## config.mk

```make
export PLATFORM = sky130hd
export DESIGN_NAME = pump_cycle_controller_top
export DESIGN_NICKNAME = d
export VERILOG_FILES = /design/src/design/pcc_pkg.sv /design/src/design/pcc_step.sv /design/src/design/pump_cycle_controller_top.sv
export SDC_FILE = /design/constraint.sdc
export NUM_CORES = 2
export LEC_CHECK = 0
export CAP_MARGIN = 25
export CORE_MARGIN = 2
export CORE_UTILIZATION = 40
export DETAILED_ROUTE_END_ITERATION = 16
export DONT_BUFFER_PORTS = 1
export PLACE_DENSITY = 0.55
export SYNTH_ARGS = -nofsm -noshare
export SYNTH_HDL_FRONTEND = slang
export SYNTH_SLANG_ARGS = --single-unit
export TNS_END_PERCENT = 30
```

## constraint.sdc

```tcl
create_clock -name clk_i -period 14 [get_ports clk_i]
set_clock_uncertainty 0.05 [all_clocks]
set_input_delay 0.7 -clock clk_i [delete_from_list [all_inputs] [get_ports clk_i]]
set_output_delay 0.7 -clock clk_i [all_outputs]
set_load 0.01 [all_outputs]
```

## src/design/pcc_pkg.sv

```systemverilog
`timescale 1ns / 1ps
// ----------------------------------------------------------------------------
// Pump cycle controller package
// Shared widths, register indexes, mode codes and the structs that pass
// configuration, controller state and tick items between the modules.
// ----------------------------------------------------------------------------
package pcc_pkg;

  localparam int TimeW    = 32;
  localparam int TempW    = 12;
  localparam int SecW     = 17;
  localparam int MsPerS   = 1000;
  localparam int MsW      = SecW + 10;
  localparam int CountW   = 32;
  localparam int CfgIdxW  = 3;
  localparam int CfgDataW = 17;
  localparam int InDataW  = 128;
  localparam int OutDataW = 168;

  // Result field positions within the output data word.
  localparam int OutCyclesLsb = 5;
  localparam int OutUntilLsb  = 101;

  typedef enum logic [1:0] {
    ModeOff    = 2'd0,
    ModeManual = 2'd1,
    ModeAuto   = 2'd2,
    ModeError  = 2'd3
  } pump_mode_e;

  typedef enum logic [CfgIdxW-1:0] {
    CfgPumpMode    = 3'd0,
    CfgOnThreshold = 3'd1,
    CfgOffThresh   = 3'd2,
    CfgOnSeconds   = 3'd3,
    CfgOffSeconds  = 3'd4,
    CfgFlowTimeout = 3'd5
  } cfg_index_e;

  typedef struct packed {
    pump_mode_e               mode;
    logic signed [TempW-1:0]  on_thr;
    logic signed [TempW-1:0]  off_thr;
    logic [MsW-1:0]           on_ms;
    logic [MsW-1:0]           off_ms;
    logic [MsW-1:0]           tmo_ms;
  } cfg_t;

  typedef struct packed {
    logic              pump_active;
    logic              cycle_running;
    logic              in_on_phase;
    logic [TimeW-1:0]  cycle_start;
    logic [TimeW-1:0]  rest_start;
    logic              rest_start_valid;
    logic [TimeW-1:0]  run_start;
    logic              run_start_valid;
    logic              flow_alarm;
    logic              below_thr;
    logic [CountW-1:0] cycle_count;
    logic [TimeW-1:0]  run_duration;
    logic [TimeW-1:0]  run_stat;
    logic [TimeW-1:0]  rest_stat;
  } state_t;

  typedef struct packed {
    logic                    func;
    logic [TimeW-1:0]        now_ms;
    logic signed [TempW-1:0] temp_first;
    logic                    temp_first_valid;
    logic signed [TempW-1:0] temp_second;
    logic                    temp_second_valid;
    logic                    meter_first_present;
    logic [TimeW-1:0]        pulse_time_first;
    logic                    meter_second_present;
    logic [TimeW-1:0]        pulse_time_second;
  } tick_t;

endpackage

```

## src/design/pcc_step.sv

```systemverilog
`timescale 1ns / 1ps
// ----------------------------------------------------------------------------
// Pump cycle controller tick logic
// Works out the next controller state and the until-switch time for one
// tick from the current state, the configuration and the tick contents.
// ----------------------------------------------------------------------------
module pcc_step (
  input  pcc_pkg::cfg_t              cfg_i,
  input  pcc_pkg::state_t            state_i,
  input  pcc_pkg::tick_t             tick_i,
  output pcc_pkg::state_t            state_o,
  output logic [pcc_pkg::TimeW-1:0]  until_o
);
  import pcc_pkg::*;

  function automatic state_t drive(state_t s, logic on, logic [TimeW-1:0] now);
    state_t r;
    r = s;
    if (s.pump_active != on) begin
      r.pump_active = on;
      if (on) begin
        r.run_start       = now;
        r.run_start_valid = 1'b1;
      end else if (s.run_start_valid) begin
        r.run_duration = now - s.run_start;
      end
    end
    return r;
  endfunction

  function automatic state_t begin_cycle(state_t s, logic [TimeW-1:0] now);
    state_t r;
    r = s;
    r.cycle_start   = now;
    r.cycle_running = 1'b1;
    r.in_on_phase   = 1'b1;
    r = drive(r, 1'b1, now);
    r.flow_alarm  = 1'b0;
    r.cycle_count = r.cycle_count + CountW'(1);
    return r;
  endfunction

  state_t                  st;
  logic [TimeW-1:0]        now;
  logic [TimeW-1:0]        run;
  logic [TimeW-1:0]        last;
  logic [TimeW-1:0]        el;
  logic [TimeW-1:0]        end_ms;
  logic [MsW:0]            cyc_ms;
  logic signed [TempW-1:0] temp;
  logic                    temp_valid;

  assign cyc_ms = {1'b0, cfg_i.on_ms} + {1'b0, cfg_i.off_ms};

  always_comb begin
    st         = state_i;
    now        = tick_i.now_ms;
    temp_valid = tick_i.temp_first_valid | tick_i.temp_second_valid;
    temp       = tick_i.temp_first_valid ? tick_i.temp_first :
                 (tick_i.temp_second_valid ? tick_i.temp_second : '0);
    run        = '0;
    last       = '0;
    el         = '0;
    end_ms     = '0;
    until_o    = '0;

    if (tick_i.func) begin
      if (cfg_i.mode == ModeAuto) begin
        st.cycle_running = 1'b0;
      end
    end else begin
      if ((tick_i.meter_first_present | tick_i.meter_second_present) && st.pump_active) begin
        run = st.run_start_valid ? (now - st.run_start) : '0;
        if (tick_i.meter_first_present) begin
          last = tick_i.pulse_time_first;
        end
        if (tick_i.meter_second_present && (tick_i.pulse_time_second > last)) begin
          last = tick_i.pulse_time_second;
        end
        if ((run >= TimeW'(cfg_i.tmo_ms)) && ((now - last) >= TimeW'(cfg_i.tmo_ms))) begin
          st.flow_alarm = 1'b1;
        end
      end

      if (st.pump_active && st.run_start_valid) begin
        st.run_stat = now - st.run_start;
      end else if (!st.pump_active && st.rest_start_valid) begin
        st.rest_stat = now - st.rest_start;
      end

      case (cfg_i.mode)
        ModeManual: begin
          if (!st.pump_active) begin
            st            = drive(st, 1'b1, now);
            st.flow_alarm = 1'b0;
          end
        end
        ModeAuto: begin
          if (!temp_valid) begin
            st               = drive(st, 1'b0, now);
            st.cycle_running = 1'b0;
            st.in_on_phase   = 1'b0;
          end else begin
            if (temp < cfg_i.on_thr) begin
              st.below_thr = 1'b1;
            end
            if (st.below_thr) begin
              if (!st.cycle_running) begin
                st = begin_cycle(st, now);
              end else begin
                el = now - st.cycle_start;
                if (st.in_on_phase) begin
                  if (el >= TimeW'(cfg_i.on_ms)) begin
                    st.in_on_phase      = 1'b0;
                    st.rest_start       = now;
                    st.rest_start_valid = 1'b1;
                    st                  = drive(st, 1'b0, now);
                  end
                end else if (el >= TimeW'(cyc_ms)) begin
                  st = begin_cycle(st, now);
                end
              end
            end
            if (temp > cfg_i.off_thr) begin
              if (st.pump_active || st.cycle_running) begin
                st               = drive(st, 1'b0, now);
                st.cycle_running = 1'b0;
                st.in_on_phase   = 1'b0;
              end
              st.below_thr = 1'b0;
            end
            if (st.pump_active && st.flow_alarm) begin
              st = drive(st, 1'b0, now);
            end
          end
        end
        default: begin
          st = drive(st, 1'b0, now);
        end
      endcase
    end

    if ((cfg_i.mode == ModeAuto) && st.cycle_running) begin
      el     = now - st.cycle_start;
      end_ms = st.in_on_phase ? TimeW'(cfg_i.on_ms) : TimeW'(cyc_ms);
      until_o = (end_ms > el) ? (end_ms - el) : '0;
    end
    state_o = st;
  end

endmodule

```

## src/design/pump_cycle_controller_top.sv

```systemverilog
`timescale 1ns / 1ps
// ----------------------------------------------------------------------------
// Pump cycle controller
// Pump drive with temperature hysteresis, on/off phase cycling and a sticky
// flow fault, one tick request in and one status request out.
// ----------------------------------------------------------------------------
// Ticks enter on the s_axis channel: tuser selects an update tick (0) or a
// forced restart of the automatic cycle (1), tdata carries the time, the two
// temperature readings and the two meter pulse times. Each tick yields one
// status request on the m_axis channel.
// A tick is captured in an input register and worked out in one pass into the
// result register, from which its status request is offered on m_axis. One
// tick is taken every cycle; the only limit is the single result register,
// which is refilled in the cycle it is taken.
// When the receiver stalls, the result register holds and the input register
// fills, after which s_axis_tready falls until the result is taken.
// Registers are written through cfg_we_i, cfg_index_i and cfg_data_i, seconds
// being turned into milliseconds as they are written; the user must write them
// only while no tick is in flight, as the block does not enforce it. Reset
// clears the controller state and both pipeline registers and loads defaults.
// ----------------------------------------------------------------------------
module pump_cycle_controller_top (
  input  logic                            clk_i,
  input  logic                            rst_ni,
  input  logic                            s_axis_tvalid,
  output logic                            s_axis_tready,
  // From bit 0: now_ms, temp_first, temp_first_valid, temp_second,
  // temp_second_valid, meter_first_present, pulse_time_first,
  // meter_second_present, pulse_time_second, zero fill.
  input  logic [pcc_pkg::InDataW-1:0]     s_axis_tdata,
  // func.
  input  logic                            s_axis_tuser,
  output logic                            m_axis_tvalid,
  input  logic                            m_axis_tready,
  // From bit 0: pump_on, flow_fault, below_flag, on_phase, cycle_active,
  // cycles_started, run_time_ms, rest_time_ms, until_switch_ms, last_run_ms,
  // zero fill.
  output logic [pcc_pkg::OutDataW-1:0]    m_axis_tdata,
  input  logic                            cfg_we_i,
  input  logic [pcc_pkg::CfgIdxW-1:0]     cfg_index_i,
  input  logic [pcc_pkg::CfgDataW-1:0]    cfg_data_i
);
  import pcc_pkg::*;

  tick_t                tick_d;
  tick_t                tick_q;
  logic                 in_valid_q;
  logic                 out_valid_q;
  logic [OutDataW-1:0]  out_data_q;
  logic [OutDataW-1:0]  out_data_d;
  logic                 advance;
  state_t               state_q;
  state_t               state_d;
  cfg_t                 cfg_q;
  logic [TimeW-1:0]     until_ms;

  assign tick_d = '{
    func:                 s_axis_tuser,
    now_ms:               s_axis_tdata[31:0],
    temp_first:           s_axis_tdata[43:32],
    temp_first_valid:     s_axis_tdata[44],
    temp_second:          s_axis_tdata[56:45],
    temp_second_valid:    s_axis_tdata[57],
    meter_first_present:  s_axis_tdata[58],
    pulse_time_first:     s_axis_tdata[90:59],
    meter_second_present: s_axis_tdata[91],
    pulse_time_second:    s_axis_tdata[123:92]
  };

  assign advance       = in_valid_q & (~out_valid_q | m_axis_tready);
  assign s_axis_tready = ~in_valid_q | advance;

  pcc_step u_step (
    .cfg_i   (cfg_q),
    .state_i (state_q),
    .tick_i  (tick_q),
    .state_o (state_d),
    .until_o (until_ms)
  );

  assign out_data_d = {3'b000, state_d.run_duration, until_ms, state_d.rest_stat,
                       state_d.run_stat, state_d.cycle_count, state_d.cycle_running,
                       state_d.in_on_phase, state_d.below_thr, state_d.flow_alarm,
                       state_d.pump_active};

  always_ff @(posedge clk_i or negedge rst_ni) begin
    if (!rst_ni) begin
      in_valid_q  <= 1'b0;
      out_valid_q <= 1'b0;
    end else begin
      if (s_axis_tready) begin
        in_valid_q <= s_axis_tvalid;
      end
      if (advance) begin
        out_valid_q <= 1'b1;
      end else if (m_axis_tready) begin
        out_valid_q <= 1'b0;
      end
    end
  end

  always_ff @(posedge clk_i) begin
    if (s_axis_tready && s_axis_tvalid) begin
      tick_q <= tick_d;
    end
    if (advance) begin
      out_data_q <= out_data_d;
    end
  end

  always_ff @(posedge clk_i or negedge rst_ni) begin
    if (!rst_ni) begin
      state_q <= '0;
    end else if (cfg_we_i && (cfg_index_i == CfgPumpMode)) begin
      state_q.cycle_running <= 1'b0;
      if (pump_mode_e'(cfg_data_i[1:0]) == ModeOff) begin
        state_q.in_on_phase <= 1'b0;
      end
    end else if (advance) begin
      state_q <= state_d;
    end
  end

  always_ff @(posedge clk_i or negedge rst_ni) begin
    if (!rst_ni) begin
      cfg_q.mode    <= ModeOff;
      cfg_q.on_thr  <= TempW'(400);
      cfg_q.off_thr <= TempW'(450);
      cfg_q.on_ms   <= MsW'(60 * MsPerS);
      cfg_q.off_ms  <= MsW'(60 * MsPerS);
      cfg_q.tmo_ms  <= MsW'(30 * MsPerS);
    end else if (cfg_we_i) begin
      case (cfg_index_e'(cfg_index_i))
        CfgPumpMode:    cfg_q.mode    <= pump_mode_e'(cfg_data_i[1:0]);
        CfgOnThreshold: cfg_q.on_thr  <= cfg_data_i[TempW-1:0];
        CfgOffThresh:   cfg_q.off_thr <= cfg_data_i[TempW-1:0];
        CfgOnSeconds:   cfg_q.on_ms   <= MsW'(cfg_data_i) * MsW'(MsPerS);
        CfgOffSeconds:  cfg_q.off_ms  <= MsW'(cfg_data_i) * MsW'(MsPerS);
        CfgFlowTimeout: cfg_q.tmo_ms  <= MsW'(cfg_data_i) * MsW'(MsPerS);
        default: begin
        end
      endcase
    end
  end

  assign m_axis_tvalid = out_valid_q;
  assign m_axis_tdata  = out_data_q;

endmodule

```

==> results.sh <==
export IMPL_cts_buffers=76
export IMPL_synthFlopType="dfrtp_1"
export IMPL_seq_area_frac_synth_pct=38.0
export IMPL_max_slew_margin_pct=25.5
export IMPL_final_common_cell="nand2_1"
export IMPL_grt_max_degree=306
export IMPL_hold_viol=36
export IMPL_io_pins=324
export IMPL_numPortBuffers=0
export IMPL_cts_setup_buffers=0
export IMPL_comb_power_share_pct=56.1
export IMPL_via_count=36400
export IMPL_endpoint_kind="flop"
export IMPL_grt_pass1_wl_um=215000
export IMPL_final_cell_mix="nand2_1 (715), ha_1 (447), o21ai_0 (435)"
export IMPL_fp_dieW_um=339
export IMPL_pwr_share_seq_pct=24.4
export IMPL_clkTransAtPathRegs_ps=70
export IMPL_antenna_found_initial=17
export IMPL_grt_pass1_vias=34500
export IMPL_initial_core_util_pct=40.4
export IMPL_power_mw=11.2
export IMPL_regArea_um2=17000
export IMPL_max_cap_violations=0
export IMPL_finalHoldWorstSlack_ps=-29.9
export IMPL_max_stage_delay_ps=770
export IMPL_ys_warn_count=0
export IMPL_yosysTopAreaCell="edfxtp_1"
export IMPL_p_sw_mw=5.11
export IMPL_drv_slew=0
export IMPL_multi_input_area_um2=25800
export IMPL_drt_first_pass_iters=5
export IMPL_yosysTopAreaCellShare_pct=19.4
export IMPL_drt_wl_total_um=143000
export IMPL_synth_edf_count=290
export IMPL_rows=122
export IMPL_final_util_pct=44.7
export IMPL_vias_per_cell=5.66
export IMPL_timing_worst_setup_path_type="reg -> reg"
export IMPL_insertion_delay_ps=670
export IMPL_crit_path_start_kind="flop"
export IMPL_max_freq_ghz=0.0787
export IMPL_clkPwrFrac_pct=19.5
export IMPL_finalSetupViolCount=0
export IMPL_p_sw_share_pct=45.8
export IMPL_syn_to_final_growth_pct=10.6
export IMPL_path_max_fanout=33
export IMPL_fin_setup_tns_ps=0
export IMPL_die_h_um=339
export IMPL_clk_path_buf_depth=3
export IMPL_place_congestion=0.912
export IMPL_drtAntennaViolNets=0
export IMPL_fillCellCount=10700
export IMPL_ir_drop_uv=136
export IMPL_routedWlPerCell_um=22.2
export IMPL_first_iter_violations=2869
export IMPL_clkSinkCount=621
export IMPL_violations="hold timing"
export IMPL_slowest_stage="a2111oi_0"
export IMPL_root_buffer="clkbuf_16"
export IMPL_grt_overflow=0
export IMPL_drc=0
export IMPL_p_per_area_nw_per_um2=225
export IMPL_gr_usage_all_layers_pct=24.3
export IMPL_core_area_um2=111000
export IMPL_async_flop_share_pct=53.3
export IMPL_min_path_type="in -> async"
export IMPL_synth_cell_types=89
export IMPL_min_period_ps=12710
export IMPL_dieArea_um2=115000
export IMPL_cell_internal_pwr_mw=6.06
export IMPL_synth_area_leaders="edfxtp_1 (19%), dfrtp_1 (17%), ha_1 (12%)"
export IMPL_path_buf_inv=4
export IMPL_cp_required_ps=14330
export IMPL_hpwl_um=107000
export IMPL_status="finished, violations left"
export IMPL_layout_nets=5552
export IMPL_netlist_area_um2=44800
export IMPL_critPathArrivalTime_ps=13040
export IMPL_htree_levels=3
export IMPL_ys_ff_latch=621
export IMPL_cts_tree="yes"
export IMPL_finalCritPeriodShare_pct=90.8
export IMPL_tightest_slew_ps=1110
export IMPL_rsz0062_at_grt="no"
export IMPL_drive_gt1_share_pct=6.63
export IMPL_p_leak_nw=21.5
export IMPL_synth_avg_cell_area_um2=9.16
export IMPL_synth_cells=4894
export IMPL_cp_common_cell="o21ai_0"
export IMPL_crit_family="compound AO/OA/AOI/OAI gates"
==> power by group through the flow <==
stage          logic, mW  registers [mW]  clock network, mW
2_1_floorplan       4.40            2.67                  0
3_3_place_gp        6.12            2.75                  0
3_5_place_dp        6.17            2.76                  0
4_1_cts             6.23            2.73               2.22
5_1_grt             6.94            2.78               2.30
6_report            6.27            2.73               2.17
==> synth_stat cells (34+ instances only) <==
library cell  number
nand3_1           84
a22oi_1           61
nand2_1          716
and3_1            34
nor2b_1           45
a211oi_1          39
nand4_1           35
o21ai_0          435
xor2_1            89
dfrtp_1          303
and2_1            64
o31ai_1           34
nor2_1           254
o21a_1            43
a21oi_1          288
xnor2_1          129
mux2_2            41
edfxtp_1         290
clkbuf_1         144
a21o_1           101
nor3_1            75
inv_1            369
ha_1             447
a31oi_1           71
a22o_1            58
nand2b_1          60
mux2i_1           85
fa_1              65
==> per-stage QoR <==
| step | area [um2] | cells | setup slack (ps) |
|---|---|---|---|
| detailed placement | 46700 | 6290 | 1280 |
| global route | 49600 | 6438 | 175 |
| CTS | 49500 | 6434 | 1130 |
| floorplan | 44900 | 4900 | 3030 |
| finish | 49600 | 6441 | 1290 |
| global placement | 46700 | 6289 | 1360 |
==> per-layer routing <==
layer  up-vias  wire length, um  global-route usage, %
li1      17600                -                      -
met4        20             3880                   6.81
met2      1156            62900                   37.7
met1     17500            66800                   34.8
met5         -              115                      0
met3       185             9250                   4.24
==> what timing repair did <==
action,in CTS,in global routing
setup endpoints to repair,0,5
hold endpoints to repair,305,0
resized for setup,0,1
hold buffers,2,0
==> path summary, 6_finish.rpt <==
path	start	endpoint	slack, ps	cells past startpoint
max	cfg_q[57]$_DFFE_PN0P_	m_axis_tdata[126]$_SDFFCE_PN0P_	1290	53
min	rst_ni	state_q[15]$_DFFE_PN0P_	-30	1
max reg2reg	cfg_q[57]$_DFFE_PN0P_	m_axis_tdata[126]$_SDFFCE_PN0P_	1290	53
min reg2reg	state_q[14]$_DFFE_PN0P_	state_q[14]$_DFFE_PN0P_	420	2
max in group asynchronous	rst_ni	cfg_q[95]$_DFFE_PN0P_	12530	2
min in group clk_i	s_axis_tdata[0]	tick_q[92]$_DFFE_PP_	70	0
==> flip-flops by register name, summed over array words and instances, names as in the netlist <==
register	flops
m_axis_tdata	165
m_axis_tvalid	1
state_q	231
tick_q	125
in_valid_q	1
cfg_q	98
==> worst register-to-register path: cells and delay by family (launching register included) <==
kind	cells	cell delay, ps
and+or+nand+nor	16	3530
xor gates and xnor gates	2	320
buffers and inverters	4	880
AOI/OAI and AO/OA	26	5830
DFF	1	400
adders and majority gates	5	1390
==> logic make-up after synthesis <==
group	Yosys count	synth area share [%]
other	1	0.00836
muxes	126	2.93
adders and majority gates	512	15.4
and+or+nand+nor	1482	15.0
buffers and inverters	544	4.62
DFF	621	38.0
xor gates and xnor gates	218	4.26
AOI/OAI and AO/OA	1390	19.8
==> final cells by class <==
class	count	area share (%)
Multi-Input combinational cell	3735	52.1
Sequential cell	621	34.3
Clock buffer	100	4.37
Tap cell	1488	3.75
Inverter	371	2.81
Timing Repair Buffer	81	1.39
Clock inverter	42	1.22
Antenna cell	3	0.0151
Power figures use the tool's default switching activity.
